**config.mk**
```make
export PLATFORM = sky130hd
export DESIGN_NAME = rsa_char_modexp_cipher_top
export DESIGN_NICKNAME = d
export VERILOG_FILES = /design/src/hw/rtl/rcm_pkg.sv /design/src/hw/rtl/rcm_ctrl.sv /design/src/hw/rtl/rcm_datapath.sv /design/src/hw/rtl/rsa_char_modexp_cipher_top.sv
export SDC_FILE = /design/constraint.sdc
export NUM_CORES = 1
export LEC_CHECK = 0
export BUFFER_PORTS_ARGS = -buffer_cell sky130_fd_sc_hd__buf_4
export CAP_MARGIN = 20
export CORE_ASPECT_RATIO = 0.9
export CORE_MARGIN = 2
export CORE_UTILIZATION = 45
export CTS_CLUSTER_SIZE = 30
export DETAILED_ROUTE_END_ITERATION = 10
export HOLD_SLACK_MARGIN = 0.06
export PLACE_DENSITY = 0.73
export REMOVE_ABC_BUFFERS = 1
export SKIP_LAST_GASP = 1
export SLEW_MARGIN = 0
export SYNTH_ARGS = -nofsm -noshare
export SYNTH_HDL_FRONTEND = slang
export SYNTH_SLANG_ARGS = --single-unit
```
**constraint.sdc**
```tcl
create_clock -name clk -period 6.02 [get_ports clk]
set_clock_uncertainty 0.05 [all_clocks]
set_input_delay 0.301 -clock clk [delete_from_list [all_inputs] [get_ports clk]]
set_output_delay 0.301 -clock clk [all_outputs]
set_load 0.1 [all_outputs]
```
**src/hw/rtl/rcm_pkg.sv**
```systemverilog
package rcm_pkg;

    localparam int unsigned DATA_W     = 8;
    localparam int unsigned EXP_W      = 16;
    localparam int unsigned APB_DATA_W = 32;
    localparam int unsigned APB_ADDR_W = 4;

    localparam logic [DATA_W-1:0] CHAR_SPACE  = 8'h20;
    localparam logic [DATA_W-1:0] CHAR_OFFSET = 8'd64;

    localparam logic [DATA_W-1:0] MODULUS_RESET = 8'd35;
    localparam logic [EXP_W-1:0]  EXP_RESET     = 16'd5;

    // base-4 digits of an 8-bit multiplier operand
    localparam int unsigned MM_DIGITS = DATA_W / 2;
    localparam int unsigned MM_CNT_W  = $clog2(MM_DIGITS);
    // largest multiple of the modulus subtracted after one base-4 step
    localparam int unsigned MM_KMAX   = 6;
    localparam int unsigned MM_ACC_W  = DATA_W + 3;

    typedef enum logic [1:0] {
        REG_MODULUS = 2'd0,
        REG_ENC_EXP = 2'd1,
        REG_DEC_EXP = 2'd2
    } reg_idx_t;

    typedef enum logic [1:0] {
        MM_BASE = 2'd0,
        MM_SQR  = 2'd1,
        MM_MUL  = 2'd2
    } mm_op_t;

    typedef struct packed {
        logic   load;
        logic   mm_start;
        mm_op_t mm_op;
        logic   advance;
        logic   publish;
    } cmd_t;

    typedef struct packed {
        logic mm_busy;
        logic exp_bit;
        logic bit_last;
        logic started;
        logic invalid;
        logic out_free;
    } sts_t;

endpackage

```
**src/hw/rtl/rcm_ctrl.sv**
```systemverilog
module rcm_ctrl (
    input  logic          clk,
    input  logic          rst_n,
    input  logic          in_valid,
    output logic          in_ready,
    output rcm_pkg::cmd_t cmd,
    input  rcm_pkg::sts_t sts
);
    import rcm_pkg::*;

    typedef enum logic [2:0] {
        S_IDLE,
        S_BASE,
        S_BASE_WAIT,
        S_BIT,
        S_SQR_WAIT,
        S_MUL_WAIT,
        S_FIN
    } state_t;

    state_t state_reg;
    state_t state_next;

    always_comb
    begin
        state_next = state_reg;
        cmd        = '0;
        cmd.mm_op  = MM_BASE;
        in_ready   = 1'b0;
        case (state_reg)
            S_IDLE:
            begin
                in_ready = 1'b1;
                if (in_valid)
                begin
                    cmd.load   = 1'b1;
                    state_next = S_BASE;
                end
            end
            S_BASE:
            begin
                if (sts.invalid)
                begin
                    state_next = S_FIN;
                end
                else
                begin
                    cmd.mm_start = 1'b1;
                    cmd.mm_op    = MM_BASE;
                    state_next   = S_BASE_WAIT;
                end
            end
            S_BASE_WAIT:
            begin
                if (!sts.mm_busy)
                begin
                    state_next = S_BIT;
                end
            end
            S_BIT:
            begin
                // before the first set bit the accumulator is 1, so squaring is skipped
                if (sts.started)
                begin
                    cmd.mm_start = 1'b1;
                    cmd.mm_op    = MM_SQR;
                    state_next   = S_SQR_WAIT;
                end
                else if (sts.exp_bit)
                begin
                    cmd.mm_start = 1'b1;
                    cmd.mm_op    = MM_MUL;
                    state_next   = S_MUL_WAIT;
                end
                else
                begin
                    cmd.advance = 1'b1;
                    state_next  = sts.bit_last ? S_FIN : S_BIT;
                end
            end
            S_SQR_WAIT:
            begin
                if (!sts.mm_busy)
                begin
                    if (sts.exp_bit)
                    begin
                        cmd.mm_start = 1'b1;
                        cmd.mm_op    = MM_MUL;
                        state_next   = S_MUL_WAIT;
                    end
                    else
                    begin
                        cmd.advance = 1'b1;
                        state_next  = sts.bit_last ? S_FIN : S_BIT;
                    end
                end
            end
            S_MUL_WAIT:
            begin
                if (!sts.mm_busy)
                begin
                    cmd.advance = 1'b1;
                    state_next  = sts.bit_last ? S_FIN : S_BIT;
                end
            end
            S_FIN:
            begin
                if (sts.out_free)
                begin
                    cmd.publish = 1'b1;
                    state_next  = S_IDLE;
                end
            end
            default:
            begin
                state_next = S_IDLE;
            end
        endcase
    end

    always_ff @(posedge clk or negedge rst_n)
    begin
        if (!rst_n)
        begin
            state_reg <= S_IDLE;
        end
        else
        begin
            state_reg <= state_next;
        end
    end

endmodule

```
**src/hw/rtl/rcm_datapath.sv**
```systemverilog
module rcm_datapath #(
    parameter int EXP_BITS = 16
) (
    input  logic                           clk,
    input  logic                           rst_n,
    input  rcm_pkg::cmd_t                  cmd,
    output rcm_pkg::sts_t                  sts,
    input  logic                           mode,
    input  logic [rcm_pkg::DATA_W-1:0]     char_in,
    input  logic [rcm_pkg::DATA_W-1:0]     modulus,
    input  logic [rcm_pkg::EXP_W-1:0]      encrypt_exponent,
    input  logic [rcm_pkg::EXP_W-1:0]      decrypt_exponent,
    output logic                           out_valid,
    input  logic                           out_ready,
    output logic [rcm_pkg::DATA_W-1:0]     char_out,
    output logic                           invalid
);
    import rcm_pkg::*;

    localparam int CNT_W = $clog2(EXP_BITS);
    localparam logic [CNT_W-1:0] CNT_LAST = CNT_W'(EXP_BITS - 1);
    localparam logic [MM_CNT_W-1:0] MM_LAST = MM_CNT_W'(MM_DIGITS - 1);

    // item registers
    logic [DATA_W-1:0]   char_reg;
    logic                invalid_reg;
    logic [EXP_BITS-1:0] exp_reg;
    logic [CNT_W-1:0]    cnt_reg;
    logic [DATA_W-1:0]   acc_reg;
    logic [DATA_W-1:0]   base_reg;
    logic                started_reg;

    // modular multiplier
    logic [DATA_W-1:0]   mm_a_reg;
    logic [DATA_W-1:0]   mm_b_reg;
    logic [DATA_W-1:0]   mm_x_reg;
    logic [MM_CNT_W-1:0] mm_cnt_reg;
    logic                mm_busy_reg;
    mm_op_t              mm_op_reg;

    // output register
    logic                out_valid_reg;
    logic [DATA_W-1:0]   char_out_reg;
    logic                invalid_out_reg;

    logic                  inv_in;
    logic [DATA_W-1:0]     v_in;
    logic [EXP_W-1:0]      exp_in;
    logic [EXP_BITS+EXP_W-1:0] exp_wide;
    logic [MM_ACC_W-1:0]   n_ext;
    logic [MM_ACC_W-1:0]   nmul [1:MM_KMAX];
    logic [MM_ACC_W-1:0]   da;
    logic [MM_ACC_W-1:0]   mm_sum;
    logic [MM_ACC_W-1:0]   mm_red;
    logic [DATA_W-1:0]     mm_res;
    logic [DATA_W-1:0]     r_final;
    logic [DATA_W-1:0]     char_out_next;

    assign inv_in   = (char_in < CHAR_OFFSET) && (char_in != CHAR_SPACE);
    assign v_in     = (char_in == CHAR_SPACE) ? '0 : char_in - CHAR_OFFSET;
    assign exp_in   = mode ? decrypt_exponent : encrypt_exponent;
    assign exp_wide = {{EXP_BITS{1'b0}}, exp_in};

    // one base-4 step of interleaved multiply and reduce: x = 4x + d*a, then mod n
    assign n_ext = {{(MM_ACC_W-DATA_W){1'b0}}, modulus};

    always_comb
    begin
        for (int k = 1; k <= MM_KMAX; k++)
        begin
            nmul[k] = MM_ACC_W'(n_ext * MM_ACC_W'(k));
        end
    end

    always_comb
    begin
        case (mm_b_reg[DATA_W-1 -: 2])
            2'd0:    da = '0;
            2'd1:    da = {3'b000, mm_a_reg};
            2'd2:    da = {2'b00, mm_a_reg, 1'b0};
            2'd3:    da = {3'b000, mm_a_reg} + {2'b00, mm_a_reg, 1'b0};
            default: da = '0;
        endcase
    end

    assign mm_sum = {1'b0, mm_x_reg, 2'b00} + da;

    always_comb
    begin
        mm_red = mm_sum;
        for (int k = 1; k <= MM_KMAX; k++)
        begin
            if (mm_sum >= nmul[k])
            begin
                mm_red = mm_sum - nmul[k];
            end
        end
    end

    assign mm_res = mm_red[DATA_W-1:0];

    // a modulus of zero or one makes every residue zero
    assign r_final = (modulus < 8'd2) ? '0 : acc_reg;

    always_comb
    begin
        if (invalid_reg)
        begin
            char_out_next = char_reg;
        end
        else if (r_final == '0)
        begin
            char_out_next = CHAR_SPACE;
        end
        else
        begin
            char_out_next = r_final + CHAR_OFFSET;
        end
    end

    always_ff @(posedge clk or negedge rst_n)
    begin
        if (!rst_n)
        begin
            mm_busy_reg   <= 1'b0;
            mm_cnt_reg    <= '0;
            started_reg   <= 1'b0;
            out_valid_reg <= 1'b0;
        end
        else
        begin
            if (cmd.load)
            begin
                started_reg <= 1'b0;
            end
            if (cmd.mm_start)
            begin
                mm_busy_reg <= 1'b1;
                mm_cnt_reg  <= '0;
                if (cmd.mm_op == MM_MUL)
                begin
                    started_reg <= 1'b1;
                end
            end
            else if (mm_busy_reg)
            begin
                mm_cnt_reg <= mm_cnt_reg + 1'b1;
                if (mm_cnt_reg == MM_LAST)
                begin
                    mm_busy_reg <= 1'b0;
                end
            end
            if (cmd.publish)
            begin
                out_valid_reg <= 1'b1;
            end
            else if (out_ready)
            begin
                out_valid_reg <= 1'b0;
            end
        end
    end

    always_ff @(posedge clk)
    begin
        if (cmd.load)
        begin
            char_reg    <= char_in;
            invalid_reg <= inv_in;
            exp_reg     <= exp_wide[EXP_BITS-1:0];
            cnt_reg     <= CNT_LAST;
            acc_reg     <= 8'd1;
            base_reg    <= v_in;
        end
        if (cmd.advance)
        begin
            exp_reg <= exp_reg << 1;
            cnt_reg <= cnt_reg - 1'b1;
        end
        if (cmd.mm_start)
        begin
            mm_x_reg  <= '0;
            mm_op_reg <= cmd.mm_op;
            case (cmd.mm_op)
                MM_BASE:
                begin
                    mm_a_reg <= 8'd1;
                    mm_b_reg <= base_reg;
                end
                MM_SQR:
                begin
                    mm_a_reg <= acc_reg;
                    mm_b_reg <= acc_reg;
                end
                MM_MUL:
                begin
                    mm_a_reg <= base_reg;
                    mm_b_reg <= acc_reg;
                end
                default:
                begin
                    mm_a_reg <= acc_reg;
                    mm_b_reg <= acc_reg;
                end
            endcase
        end
        else if (mm_busy_reg)
        begin
            mm_x_reg <= mm_res;
            mm_b_reg <= mm_b_reg << 2;
            if (mm_cnt_reg == MM_LAST)
            begin
                if (mm_op_reg == MM_BASE)
                begin
                    base_reg <= mm_res;
                end
                else
                begin
                    acc_reg <= mm_res;
                end
            end
        end
        if (cmd.publish)
        begin
            char_out_reg    <= char_out_next;
            invalid_out_reg <= invalid_reg;
        end
    end

    assign sts.mm_busy  = mm_busy_reg;
    assign sts.exp_bit  = exp_reg[EXP_BITS-1];
    assign sts.bit_last = (cnt_reg == '0);
    assign sts.started  = started_reg;
    assign sts.invalid  = invalid_reg;
    assign sts.out_free = !out_valid_reg || out_ready;

    assign out_valid = out_valid_reg;
    assign char_out  = char_out_reg;
    assign invalid   = invalid_out_reg;

endmodule

```
**src/hw/rtl/rsa_char_modexp_cipher_top.sv**
```systemverilog
// Character cipher by modular exponentiation, one character item at a time.
// Input channel: in_valid/in_ready with mode (0 encrypt, 1 decrypt) and char_in.
// Output channel: out_valid/out_ready with char_out and the invalid flag.
// Space maps to 0 and bytes from 64 up to b-64; the value is raised to the
// selected exponent mod the modulus and mapped back. Other bytes below 64
// come back unchanged with invalid set.
// Config: APB registers modulus (0x0), encrypt exponent (0x4), decrypt
// exponent (0x8); write only while no item is in flight.
// One item at a time through a shared base-4 modular multiplier; each
// multiply runs 4 digit steps while the controller waits for it to finish.
// From acceptance to out_valid: a base reduction, then every exponent bit
// from the top, with a squaring after the top set bit and a multiply per
// set bit, then the result is published to the output register.
// The next item can be taken in the same cycle that the result appears.
// An invalid byte skips the multiplier and goes from the base state
// straight to the finish.
// The result sits in an output register; a new item is taken while it waits,
// and a stalled receiver holds up only the finish of that next item.
// Reset restores modulus 35 and both exponents 5 and empties the block.
module rsa_char_modexp_cipher_top #(
    parameter int EXP_BITS = 16
) (
    input  logic                               clk,
    input  logic                               rst_n,
    input  logic                               psel,
    input  logic                               penable,
    input  logic                               pwrite,
    input  logic [rcm_pkg::APB_ADDR_W-1:0]     paddr,
    input  logic [rcm_pkg::APB_DATA_W-1:0]     pwdata,
    output logic [rcm_pkg::APB_DATA_W-1:0]     prdata,
    output logic                               pready,
    input  logic                               in_valid,
    output logic                               in_ready,
    input  logic                               mode,
    input  logic [rcm_pkg::DATA_W-1:0]         char_in,
    output logic                               out_valid,
    input  logic                               out_ready,
    output logic [rcm_pkg::DATA_W-1:0]         char_out,
    output logic                               invalid
);
    import rcm_pkg::*;

    logic [DATA_W-1:0] modulus_reg;
    logic [EXP_W-1:0]  enc_exp_reg;
    logic [EXP_W-1:0]  dec_exp_reg;
    reg_idx_t          reg_idx;
    logic              cfg_write;
    cmd_t              cmd;
    sts_t              sts;

    assign pready    = 1'b1;
    assign reg_idx   = reg_idx_t'(paddr[APB_ADDR_W-1:2]);
    assign cfg_write = psel && penable && pwrite && pready;

    always_ff @(posedge clk or negedge rst_n)
    begin
        if (!rst_n)
        begin
            modulus_reg <= MODULUS_RESET;
            enc_exp_reg <= EXP_RESET;
            dec_exp_reg <= EXP_RESET;
        end
        else if (cfg_write)
        begin
            case (reg_idx)
                REG_MODULUS: modulus_reg <= pwdata[DATA_W-1:0];
                REG_ENC_EXP: enc_exp_reg <= pwdata[EXP_W-1:0];
                REG_DEC_EXP: dec_exp_reg <= pwdata[EXP_W-1:0];
                default:     ;
            endcase
        end
    end

    always_comb
    begin
        case (reg_idx)
            REG_MODULUS: prdata = {{(APB_DATA_W-DATA_W){1'b0}}, modulus_reg};
            REG_ENC_EXP: prdata = {{(APB_DATA_W-EXP_W){1'b0}}, enc_exp_reg};
            REG_DEC_EXP: prdata = {{(APB_DATA_W-EXP_W){1'b0}}, dec_exp_reg};
            default:     prdata = '0;
        endcase
    end

    rcm_ctrl u_ctrl (
        .clk      (clk),
        .rst_n    (rst_n),
        .in_valid (in_valid),
        .in_ready (in_ready),
        .cmd      (cmd),
        .sts      (sts)
    );

    rcm_datapath #(
        .EXP_BITS (EXP_BITS)
    ) u_datapath (
        .clk              (clk),
        .rst_n            (rst_n),
        .cmd              (cmd),
        .sts              (sts),
        .mode             (mode),
        .char_in          (char_in),
        .modulus          (modulus_reg),
        .encrypt_exponent (enc_exp_reg),
        .decrypt_exponent (dec_exp_reg),
        .out_valid        (out_valid),
        .out_ready        (out_ready),
        .char_out         (char_out),
        .invalid          (invalid)
    );

endmodule

```
# Yosys cells after proc, flatten, opt, wreduce, memory -nomap -nowiden
# Index checks and enable logic that the tools add are counted.
dict set report classes {
  addsub 12
  multipliers 3
  n_div 0
  order_cmp 8
  eq_ne 20
  shift 0
  n_mux 65
  bitwise_logic 0
  n_reduce_logical 19
}
# operator count
set ops {}
lappend ops {{$mux 8} 23}
lappend ops {{$mux 16} 3}
lappend ops {{$pmux 16 s3} 1}
lappend ops {{$sub 8x8->8} 6}
lappend ops {{$pmux 11 s4} 1}
lappend ops {{$mux 3} 12}
lappend ops {{$ge 11x10->1} 2}
lappend ops {{$ge 11x11->1} 2}
lappend ops {{$pmux 3 s7} 1}
lappend ops {{$mul 8x2->10 const B} 2}
lappend ops {{$mux 1} 16}
lappend ops {{$pmux 8 s2} 1}
lappend ops {{$mux 4} 3}
lappend ops {{$add 10x11->11} 1}
lappend ops {{$ge 11x8->1} 1}
lappend ops {{$ge 11x9->1} 1}
lappend ops {{$mul 8x3->11 const B} 1}
lappend ops {{$add 8x9->10} 1}
lappend ops {{$eq 2x2->1 const B} 5}
lappend ops {{$ne 2x2->1 const B} 5}
lappend ops {{$eq 3x3->1 const B} 3}
lappend ops {{$pmux 3 s3} 1}
lappend ops {{$add 8x7->8 const B} 1}
lappend ops {{$eq 8x6->1 const B} 1}
lappend ops {{21 further kinds} 33}
dict set report totals {
  ff_bits 128
  latch_bits 0
  ramBits 0
  romBits 0
  in_bits 52
  output_inout_bits 44
  elab_cells 148
  memories 0
}

# Depth between registers and ports, before layout
# Gate-level depths: netlist of run 1.
dict set report depth {
  ltp_word 14
  mapped_depth 28
}

# Hierarchy
# From an unflattened synthesis of run 1, not the netlist that was laid out.
dict set report unflattened {
  cells_unflattened 1047
  hier_area_um2 9964.6
}
# module instances cells_each area_each_um2
set by_module_without_submodules {}
lappend by_module_without_submodules {rcm_datapath 1 853 7624.8}
lappend by_module_without_submodules {rsa_char_modexp_cipher_top 1 145 1965.6}
lappend by_module_without_submodules {rcm_ctrl 1 49 374.1}

# Worst setup path after synthesis of run 1
# Ideal clock, no wire load.
dict set report synth_timing {
  kind {reg2reg}
  startpoint {reg u_datapath.mm_a_reg[1]}
  endpoint {reg u_datapath.mm_x_reg[7]}
  setup_time_ps 116
  t_arrival_ps 5438
  required_ps 5854
  slack_ps 416
  path_stages_with_launch 26
  synth_period_minus_slack_ps 5604
  path_cell_list {edfxtp_1 > ha_1 > a21o_1 > a21oi_1 > nor2b_1 > o21ai_0 > nand2b_1 > xor2_1 > mux2_2 > a22o_1 > ha_1 > a21o_1 > a21o_1 > o31a_1 > xnor2_1 > buf_2 > inv_1 > ha_1 > nor2_1 > o31ai_1 > a211o_1 > a31oi_1 > nand3_1 > a211oi_1 > a211oi_1 > a31o_2}
}
dict set report synth_via {
  elab_chain_cells 10
  elab_cells_between_ends 21
}
# element line
set synth_rtl {}
lappend synth_rtl {{start: declaration} rcm_datapath.sv:34} ;# logic [DATA_W-1:0] mm_a_reg;
lappend synth_rtl {{start signal: assignment} rcm_datapath.sv:192} ;# mm_a_reg <= acc_reg;
lappend synth_rtl {{start signal: assignment} rcm_datapath.sv:197} ;# mm_a_reg <= base_reg;
lappend synth_rtl {{start signal: assignment} rcm_datapath.sv:202} ;# mm_a_reg <= acc_reg;
lappend synth_rtl {{$add 8x9->10} rcm_datapath.sv:81} ;# 2'd3: da = {3'b000, mm_a_reg} + {2'b00, mm_a_reg, 1'b0};
lappend synth_rtl {{$pmux 11 s4 *} rcm_datapath.sv:77} ;# case (mm_b_reg[DATA_W-1 -: 2])
lappend synth_rtl {{$add 10x11->11 *} rcm_datapath.sv:86} ;# assign mm_sum = {1'b0, mm_x_reg, 2'b00} + da;
lappend synth_rtl {{$ge 11x8->1 or $sub 8x8->8 (tied branches)} {rcm_datapath.sv:93, rcm_datapath.sv:95}}
lappend synth_rtl {{$mux 8 (5 in series)} rcm_datapath.sv:93} ;# if (mm_sum >= nmul[k])
lappend synth_rtl {{$mux 8 *} rcm_datapath.sv:93}
lappend synth_rtl {{end signal: assignment} rcm_datapath.sv:209} ;# mm_x_reg <= mm_res;
lappend synth_rtl {{end: declaration} rcm_datapath.sv:36} ;# logic [DATA_W-1:0] mm_x_reg;
# Every way passes the cells marked *; elsewhere a longest branch is shown, timed or not. The select of a mux whose other input is x is not followed.
# A chain may end at the register's enable or synchronous reset.

# Worst setup path after layout of run 1
dict set report layout_timing {
  startpoint {reg u_datapath.mm_a_reg[1]}
  endpoint {reg u_datapath.mm_x_reg[4]}
}
# The elaborated chain is that of the path after synthesis.

==> results of run 1 <==
area by class of cell:
type | instances | area (um^2)
Timing Repair Buffer | 98 | 775.7
Fill cell | 1967 | 10110
Inverter | 54 | 202.7
Tap cell | 291 | 364.1
Clock inverter | 14 | 142.6
Multi-Input combinational cell | 832 | 6055
Clock buffer | 18 | 429.2
Sequential cell | 128 | 3362
logic make-up (layout without fill, tap and decap cells):
family,count (synthesis),count (layout)
DFF,128,128
adders and majority gates,106,106
buffers and inverters,108,184
AOI/OAI and AO/OA,291,291
xor gates and xnor gates,40,40
muxes,78,78
other,2,17
and+or+nand+nor,300,300
how the worst max path moves through the flow:
stage	startpoint	endpoint	slack, ps	cells after the start
floorplan	u_datapath.mm_a_reg[1]	u_datapath.mm_x_reg[7]	150	24
global placement	u_datapath.mm_a_reg[1]	u_datapath.mm_x_reg[4]	250	20
detailed placement	u_datapath.mm_a_reg[1]	u_datapath.base_reg[5]	60	20
CTS	u_datapath.mm_a_reg[1]	u_datapath.base_reg[5]	10	20
global route	u_datapath.mm_a_reg[1]	u_datapath.mm_x_reg[0]	-100	24
finish	u_datapath.mm_a_reg[1]	u_datapath.mm_x_reg[4]	220	25
critical path: cells and delay by family (launching register included):
family / cells / cell delay, ps
AOI/OAI and AO/OA: 11 / 2220
xor gates and xnor gates: 2 / 380
adders and majority gates: 3 / 940
buffers and inverters: 2 / 270
DFF: 1 / 450
muxes: 1 / 260
and+or+nand+nor: 6 / 1160
layer usage:
| layer | share of wire [%] | GRT usage [%] | vias to the layer above |
|---|---|---|---|
| li1 | - | - | 3967 |
| met1 | 46 | 30.68 | 3930 |
| met2 | 46 | 35.79 | 317 |
| met3 | 6.6 | 3.896 | 36 |
| met4 | 1.5 | 5.455 | 0 |
| met5 | 0 | 0 | - |
through the flow:
| stage | setup TNS, ps | std cells | setup WS, ps | hold slack [ps] | cell area (um^2) |
|---|---|---|---|---|---|
| floorplan | 0 | 1014 | 152.6 | -44.59 | 9538 |
| global placement | 0 | 1383 | 247.3 | 313.3 | 10500 |
| detailed placement | 0 | 1383 | 55.70 | 314.9 | 10500 |
| CTS | 0 | 1428 | 11.09 | 60.28 | 11200 |
| global route | -877.7 | 1435 | -96.14 | 61.12 | 11330 |
| finish | 0 | 1435 | 217.7 | 65.41 | 11330 |
synthesized netlist by cell type (25+ instances only):
cell type	n	area share, %
nand2_1	118	4.5
nor2_1	58	2.2
a21oi_1	52	2.7
nor2b_1	27	1.7
dfrtp_1	41	11
edfxtp_1	55	17
xnor2_1	28	2.5
o21ai_0	91	4.7
inv_1	52	2.0
dfxtp_1	25	5.1
clkbuf_1	30	1.2
mux2_2	39	4.5
mux2i_1	39	4.0
ha_1	97	12
cell usage in the layout, fill, tap and decap left out, drive strengths merged, types with 9 or more instances in the layout:
cell type    netlist  layout
nand2            118     118
o21ai             98      98
ha                97      97
buf               24      85
inv               53      62
nor2              58      58
edfxtp            55      55
a21oi             54      54
dfrtp             41      41
mux2i             39      39
mux2              39      39
xnor2             28      28
nor2b             27      27
dfxtp             25      25
nand3             24      24
a22o              23      23
a21o              21      21
clkbuf            30      18
conb               2      17
nor3              15      15
o21a              14      14
dlygate4sd3        0      13
a211oi            13      13
xor2              12      12
nand2b            10      10
fa                 9       9
timing repair:
item / in CTS / in global routing
setup buffers: 0 / 6
resized for setup: 0 / 15
hold endpoints to repair: 53 / 0
endpoints found under the setup margin: 0 / 24
hold buffers: 13 / 0
==> flow_summary_export.csv, run 1 <==
group,metric,value,unit
hold_path,holdPathStages,3,
setup_path,worstReg2RegStart,"u_datapath.mm_a_reg[1]",
routing,wl_per_cell,17.83,um
outcome,status,"completed",
timing,finalCritPeriodShare,96.38,%
setup_path,critPathMaxFanout,5,
clocking,clockBufferDepth,2,
place,dp_hpwl,18660,um
routing,drt_iter0_drc,736,
die,fp.dieW,159.2,um
die,die_height,143.7,um
layout,post-route-util,52.85,%
routing,via_per_inst,5.749,
routing,postRouteAntennaNets,0,
timing,fmax,172.3,MHz
layout,fin_nets,1289,
setup_path,cp_data_arrival_time,6100,ps
clocking,cts_root_buf,"clkbuf_16",
setup_path,required,6310,ps
timing,worst_pin_slew,863.6,ps
die,dieArea,0.02287,mm^2
timing,rsz0062_at_grt,"true",
setup_path,start_kind,"flop",
layout,layout-drive-gt1-share,16.70,%
grt,grt_pass1_wl,40260,um
die,core-area,0.02144,mm^2
synth,synthSimpleGateAreaFrac,14.58,%
clocking,cts-htree-levels,4,
layout,area_delta_synth_final,16.16,%
synth,syn_area,0.009754,mm^2
timing,drv_slew,0,
synth,ys_types,79,
clocking,cts_sinks,128,
routing,vias,8250,
run,maxCapViolCount,0,
setup_path,rrSetupSlack,220,ps
timing,setup_viol,0,
synth,async_flop_share,37.50,%
setup_path,rr_worst_depth,25,
routing,drtPass1Iterations,5,
die,io_pins,96,
synth,synth_enable_flop_cells,55,
routing,routed_wirelength,25590,um
grt,grt-ovfl-total,0,
grt,grt.total_usage,22.04,%
grt,grt_max_degree,49,
hold_path,hold_path.class,"input pin to flop",
synth,ys_seq_area_share,34.47,%
clocking,clk_pin_slew,60,ps
die,rows,51,
grt,grt_pass1_vias,7776,
hold_path,hold_end,"modulus_reg[5]",
die,start_util,45.49,%
clocking,cts_tree,"built",
timing,relSlewSlack,42.43,%
synth,synth_flop_cell,"edfxtp_1",
place,gp_congestion,0.9899,
routing,drc,0,
synth,syn_inst,1053,
synth,synth-compound-area-share,19.61,%
setup_path,cp_slowest_cell,"edfxtp_1",
synth,muxShareOfSynthArea,8.504,%
synth,yosysWarnings,0,
setup_path,r2r_end,"u_datapath.mm_x_reg[4]",
hold_path,holdCritStartpoint,"pwdata[5]",
setup_path,crit_path_end_kind,"flop",
synth,yosys.area_share.adder,14.29,%
synth,synth_top_family_by_area,"compound AO/OA/AOI/OAI gates",
synth,synth_xor_area_share,3.592,%
setup_path,crit_path_max_incr_delay,450,ps
synth,avgSynthCellArea,9.263,um^2
clocking,cts_buffers,17,
synth,synth_seq_cells,128,
setup_path,crit_type,"flop to flop",
grt,grt_antenna_before_repair,0,
timing,hold_violations,0,
layout,antenna_cells,0,
place,port_buffers,60,
clocking,clk_latency,420,ps
timing,fin_crit,5802,ps
Power of run 1 is not shown: default switching activity piles up to over one toggle a cycle in this logic, so the estimate is an artifact.
==> run 2: changes to the inputs <==
Settings changed: ABC_AREA set to 1.
==> flow_summary_export.csv, run 2 <==
group,metric,value,unit
grt,grt_max_degree,49,
synth,yosys.area.top_type,"edfxtp_1",
layout,fin_nets,1503,
synth,synth_flop_cell,"edfxtp_1",
die,fp.dieW,159.2,um
outcome,status,"completed",
synth,yosysWarnings,0,
setup_path,cp_data_arrival_time,5390,ps
setup_path,start_kind,"flop",
clocking,cts_tree,"built",
timing,fin_crit,5135,ps
setup_path,crit_type,"flop to flop",
routing,routed_wirelength,23830,um
synth,async_flop_share,37.50,%
layout,layout_common_cells,"nand2_1 (340), inv_1 (178), o21ai_0 (98)",
setup_path,crit_path_max_incr_delay,490,ps
clocking,clockBufferDepth,2,
setup_path,critPathTopFamily,"simple AND/OR/NAND/NOR gates",
setup_path,required,6280,ps
die,start_util,45.51,%
grt,grt_antenna_before_repair,0,
routing,drt_iter0_drc,653,
layout,antenna_cells,0,
routing,vias,8694,
timing,setup_viol,0,
clocking,cts-htree-levels,4,
timing,finalCritPeriodShare,85.30,%
routing,wl_per_cell,14.45,um
timing,worst_pin_slew,983.9,ps
synth,synth_common_cells,"nand2_1 (340), inv_1 (178), o21ai_0 (98), ha_1 (97), nor2_1 (72)",
layout,area_delta_synth_final,14.00,%
grt,grt_util_met3,4.069,%
layout,final_common_cell,"nand2_1",
clocking,cts_root_buf,"clkbuf_16",
synth,synth_seq_cells,128,
die,die_height,143.7,um
run,maxCapViolCount,0,
setup_path,cp_slowest_cell,"nor2_2",
synth,syn_inst,1277,
routing,postRouteAntennaNets,0,
timing,tns,0,ps
timing,fmax,194.7,MHz
clocking,cts_sinks,128,
synth,synth.top_cell.area_share,16.93,%
setup_path,crit_top_cell,"nand2_1",
synth,synthTopCellsByArea,"edfxtp_1 (17%), nand2_1 (13%), ha_1 (12%)",
grt,grt_pass1_wl,38880,um
routing,drc,0,
layout,layout-drive-gt1-share,10.09,%
place,gp_congestion,0.9285,
routing,drtPass1Iterations,7,
synth,ys_types,61,
hold_path,hold_path.class,"input pin to flop",
synth,ys_seq_area_share,34.45,%
grt,grt.total_usage,20.95,%
grt,grt-ovfl-total,0,
grt,use_met1,29.00,%
grt,grtUsageMet2,33.94,%
clocking,clk_latency,420,ps
synth,syn_area,0.009758,mm^2
clocking,cts_setup_buffers,0,
timing,drv_slew,0,
grt,grt_pass1_vias,8037,
die,core-area,0.02144,mm^2
place,dp_hpwl,17840,um
grt,grt_most_used_layer,"met2",
clocking,cts_buffers,17,
timing,hold_violations,0,
routing,via_per_inst,5.272,
place,port_buffers,60,
timing,relSlewSlack,34.25,%
setup_path,crit_path_end_kind,"flop",
die,dieArea,0.02288,mm^2
synth,avgSynthCellArea,7.641,um^2
synth,synth_enable_flop_cells,55,
timing,rsz0062_at_grt,"false",
die,io_pins,96,
setup_path,critPathBufInv,2,
die,rows,51,
clocking,clk_pin_slew,60,ps
setup_path,critPathMaxFanout,14,
synth,yosysMostFrequentCell,"nand2_1",
-- run 2: changes by cell type after synthesis, sizes merged, moves of 12 or more --
cell	previous run	this run
a21o	21	5
a21oi	54	73
a22o	23	6
inv	53	185
mux2	39	0
mux2i	39	1
nand2	118	343
nand3	24	65
nor2	58	77
nor2b	27	0
o21a	14	2
xnor2	28	15
xor2	12	25
-- run 2: routing by layer --
layer  up-vias  routed length (um)
li1       4360                   -
met1      4045               11370
met2       256               10840
met3        33                1280
met4         0                 348
met5         -                   0
-- run 2: layout make-up --
class                           count  area, um^2
Fill cell                        2013       10320
Multi-Input combinational cell    937        5528
Sequential cell                   128        3362
Inverter                          187       703.2
Timing Repair Buffer               74       578.1
Clock buffer                       23       521.8
Tap cell                          291       364.1
Clock inverter                      9       67.56
-- run 2: cells by family (layout without fill, tap and decap cells) --
family	Yosys count	in the layout	share of synthesized area, %
mux	1	1	0.1026
fa+ha+maj	106	106	14.28
buf+inv	227	293	9.476
compound gates	252	252	15.46
other cells	2	17	0.07696
flops	128	128	34.45
simple gates	521	521	22.55
xor+xnor	40	40	3.590
-- run 2: per-stage QoR --
stage | instance area (um^2) | worst slack (ps) | utilization, % | cells | hold WS, ps
floorplan | 9593 | 1624 | - | 1252 | -44.59
global placement | 10450 | 981.8 | 48.72 | 1608 | 303.5
detailed placement | 10450 | 911.6 | 48.72 | 1608 | 314.6
CTS | 11120 | 896.8 | 51.88 | 1649 | 91.98
global route | 11120 | 378.4 | 51.88 | 1649 | 118.6
finish | 11120 | 884.8 | 51.88 | 1649 | 106.3
-- run 2: timing repair --
action | CTS | global route
resized for setup | 0 | 0
endpoints found under the hold margin | 49 | 0
hold buffers | 9 | 0
-- run 2: path summary, 6_finish.rpt --
kind | to | slack (ps) | startpoint | cells past startpoint
setup / recovery | u_datapath.mm_x_reg[5] | 880 | u_datapath.mm_a_reg[3] | 29
hold / removal | u_datapath.out_valid | 110 | out_ready | 4
setup reg to reg | u_datapath.mm_x_reg[5] | 880 | u_datapath.mm_a_reg[3] | 29
hold reg to reg | u_datapath.mm_x_reg[5] | 430 | u_datapath.mm_x_reg[5] | 2
max in group asynchronous | u_datapath.started_reg | 5110 | rst_n | 2
min in group asynchronous | enc_exp_reg[11] | 390 | rst_n | 2
-- run 2: worst reg2reg max path: cells and delay by family, from the launching register on --
family | cells | cell delay [ps]
and+or+nand+nor | 15 | 1940
AOI/OAI and AO/OA | 9 | 1430
adders and majority gates | 3 | 1030
DFF | 1 | 460
buffers and inverters | 2 | 110
Power of run 2 is left out for the same reason.
==> run 3: changes to the inputs <==
Settings changed: SYNTH_HIERARCHICAL set to 1.
==> flow_summary_export.csv, run 3 <==
group,metric,value,unit
grt,grt.total_usage,21.93,%
run,maxCapViolCount,0,
clocking,cts-htree-levels,4,
timing,setup_viol,0,
timing,drv_slew,0,
timing,worst_pin_slew,820.7,ps
synth,synth_seq_cells,128,
routing,routed_wirelength,25870,um
synth,avgSynthCellArea,7.530,um^2
timing,fmax,191.4,MHz
setup_path,critPathMaxFanout,13,
timing,fin_crit,5225,ps
routing,drt_iter0_drc,804,
grt,grt_antenna_before_repair,0,
setup_path,critPathTopFamily,"compound AO/OA/AOI/OAI gates",
timing,rsz0062_at_grt,"false",
layout,post-route-util,52.68,%
grt,grt_pass1_vias,8389,
setup_path,critPathBufInv,4,
setup_path,crit_top_cell,"nand2_1",
die,fp.dieW,161.5,um
synth,synth_common_cells,"nand2_1 (402), inv_1 (142), ha_1 (97), o21ai_0 (90), a21oi_1 (75)",
synth,ys_seq_area_share,33.45,%
place,port_buffers,60,
clocking,clockBufferDepth,2,
timing,hold_violations,0,
die,io_pins,96,
routing,drtPass1Iterations,7,
clocking,cts_root_buf,"clkbuf_16",
place,dp_hpwl,18920,um
hold_path,hold_path.class,"input pin to flop",
layout,layout_common_cells,"nand2_1 (402), inv_1 (142), ha_1 (97)",
routing,wl_per_cell,15.08,um
die,die_height,145.8,um
layout,multi_input_area,0.005837,mm^2
die,rows,51,
synth,synth_enable_flop_cells,55,
routing,via_per_inst,5.309,
synth,synth_flop_cell,"edfxtp_1",
setup_path,cp_slowest_cell,"edfxtp_1",
clocking,cts_sinks,128,
timing,tns,0,ps
clocking,cts_setup_buffers,0,
die,core-area,0.02176,mm^2
synth,syn_area,0.01005,mm^2
clocking,cts_tree,"built",
synth,syn_inst,1335,
synth,synthTopCellsByArea,"edfxtp_1 (16%), nand2_1 (15%), ha_1 (12%)",
grt,grt_pass1_wl,42060,um
synth,yosysMostFrequentCell,"nand2_1",
clocking,clk_latency,410,ps
grt,grt_max_degree,49,
layout,antenna_cells,0,
layout,area_delta_synth_final,14.04,%
synth,async_flop_share,37.50,%
outcome,status,"completed",
die,dieArea,0.02355,mm^2
synth,yosysWarnings,6,
setup_path,crit_path_max_incr_delay,450,ps
clocking,clk_pin_slew,60,ps
layout,ff_latch_area,0.003362,mm^2
grt,grt-ovfl-total,0,
synth,yosys.area.top_type,"edfxtp_1",
layout,fill_cells,2021,
place,gp_congestion,0.9816,
setup_path,required,6270,ps
setup_path,start_kind,"flop",
setup_path,crit_type,"flop to flop",
routing,postRouteAntennaNets,0,
routing,drc,0,
setup_path,cp_data_arrival_time,5480,ps
die,start_util,46.20,%
synth,ys_types,52,
layout,fin_nets,1570,
layout,layout-drive-gt1-share,14.46,%
layout,final_common_cell,"nand2_1",
synth,synth.top_cell.area_share,16.43,%
timing,finalCritPeriodShare,86.80,%
setup_path,crit_path_end_kind,"flop",
timing,relSlewSlack,45.16,%
routing,vias,9111,
clocking,cts_buffers,17,
[run 3: what timing repair did]
item / CTS / global route
hold buffers: 18 / 0
hold endpoints to repair: 61 / 0
resized for setup: 0 / 0
[run 3: logic make-up after synthesis]
| kind of cell | share of synthesized area [%] |
|---|---|
| and+or+nand+nor | 28.54 |
| xor gates and xnor gates | 3.398 |
| AOI/OAI and AO/OA | 11.56 |
| adders and majority gates | 13.87 |
| buffers and inverters | 9.111 |
| other | 0.07471 |
| DFF | 33.45 |
[run 3: worst paths after layout]
kind,start,end,slack [ps],cells after the start
setup reg to reg,u_datapath/mm_a_reg[1],u_datapath/base_reg[7],790,31
max in group asynchronous,rst_n,u_datapath/mm_busy_reg,5080,2
min in group asynchronous,rst_n,dec_exp_reg[10],400,2
hold / removal,pwdata[3],modulus_reg[3],70,3
setup / recovery,u_datapath/mm_a_reg[1],u_datapath/base_reg[7],790,31
hold reg to reg,u_datapath/mm_x_reg[4],u_datapath/mm_x_reg[4],420,2
[run 3: worst register-to-register path, delay by kind of cell, from the launching register on]
kind / cells / cell delay [ps]
flops: 1 / 450
buf+inv: 4 / 380
fa+ha+maj: 3 / 960
simple gates: 12 / 1230
compound gates: 12 / 2040
[run 3: final cells by class]
class | instances | share of cell area (%)
tap | 291 | 3.176
inverter | 154 | 5.108
clock inverter | 15 | 1.604
timing repair buffer | 88 | 6.156
sequential | 128 | 29.33
multi-input combinational | 1023 | 50.92
clock buffer | 17 | 3.711
[run 3: stage by stage]
step	instances	cell area, um^2	hold slack, ps	worst slack, ps
floorplan	1305	9778	-44.59	1694
global placement	1664	10660	310.6	1031
detailed placement	1664	10660	313.9	906.6
CTS	1714	11450	63.23	886.2
global route	1716	11460	69.15	388.8
finish	1716	11460	69.77	794.9
[run 3: layer usage]
layer  global-route usage [%]  wire length [um]  vias to the layer above
met1                    30.62             12010                     4262
met3                    3.676              1718                       27
met2                    35.60             11900                      322
met5                        0                 0                        -
met4                    5.045               247                        0
li1                         -                 -                     4500
Power of run 3 is left out for the same reason.
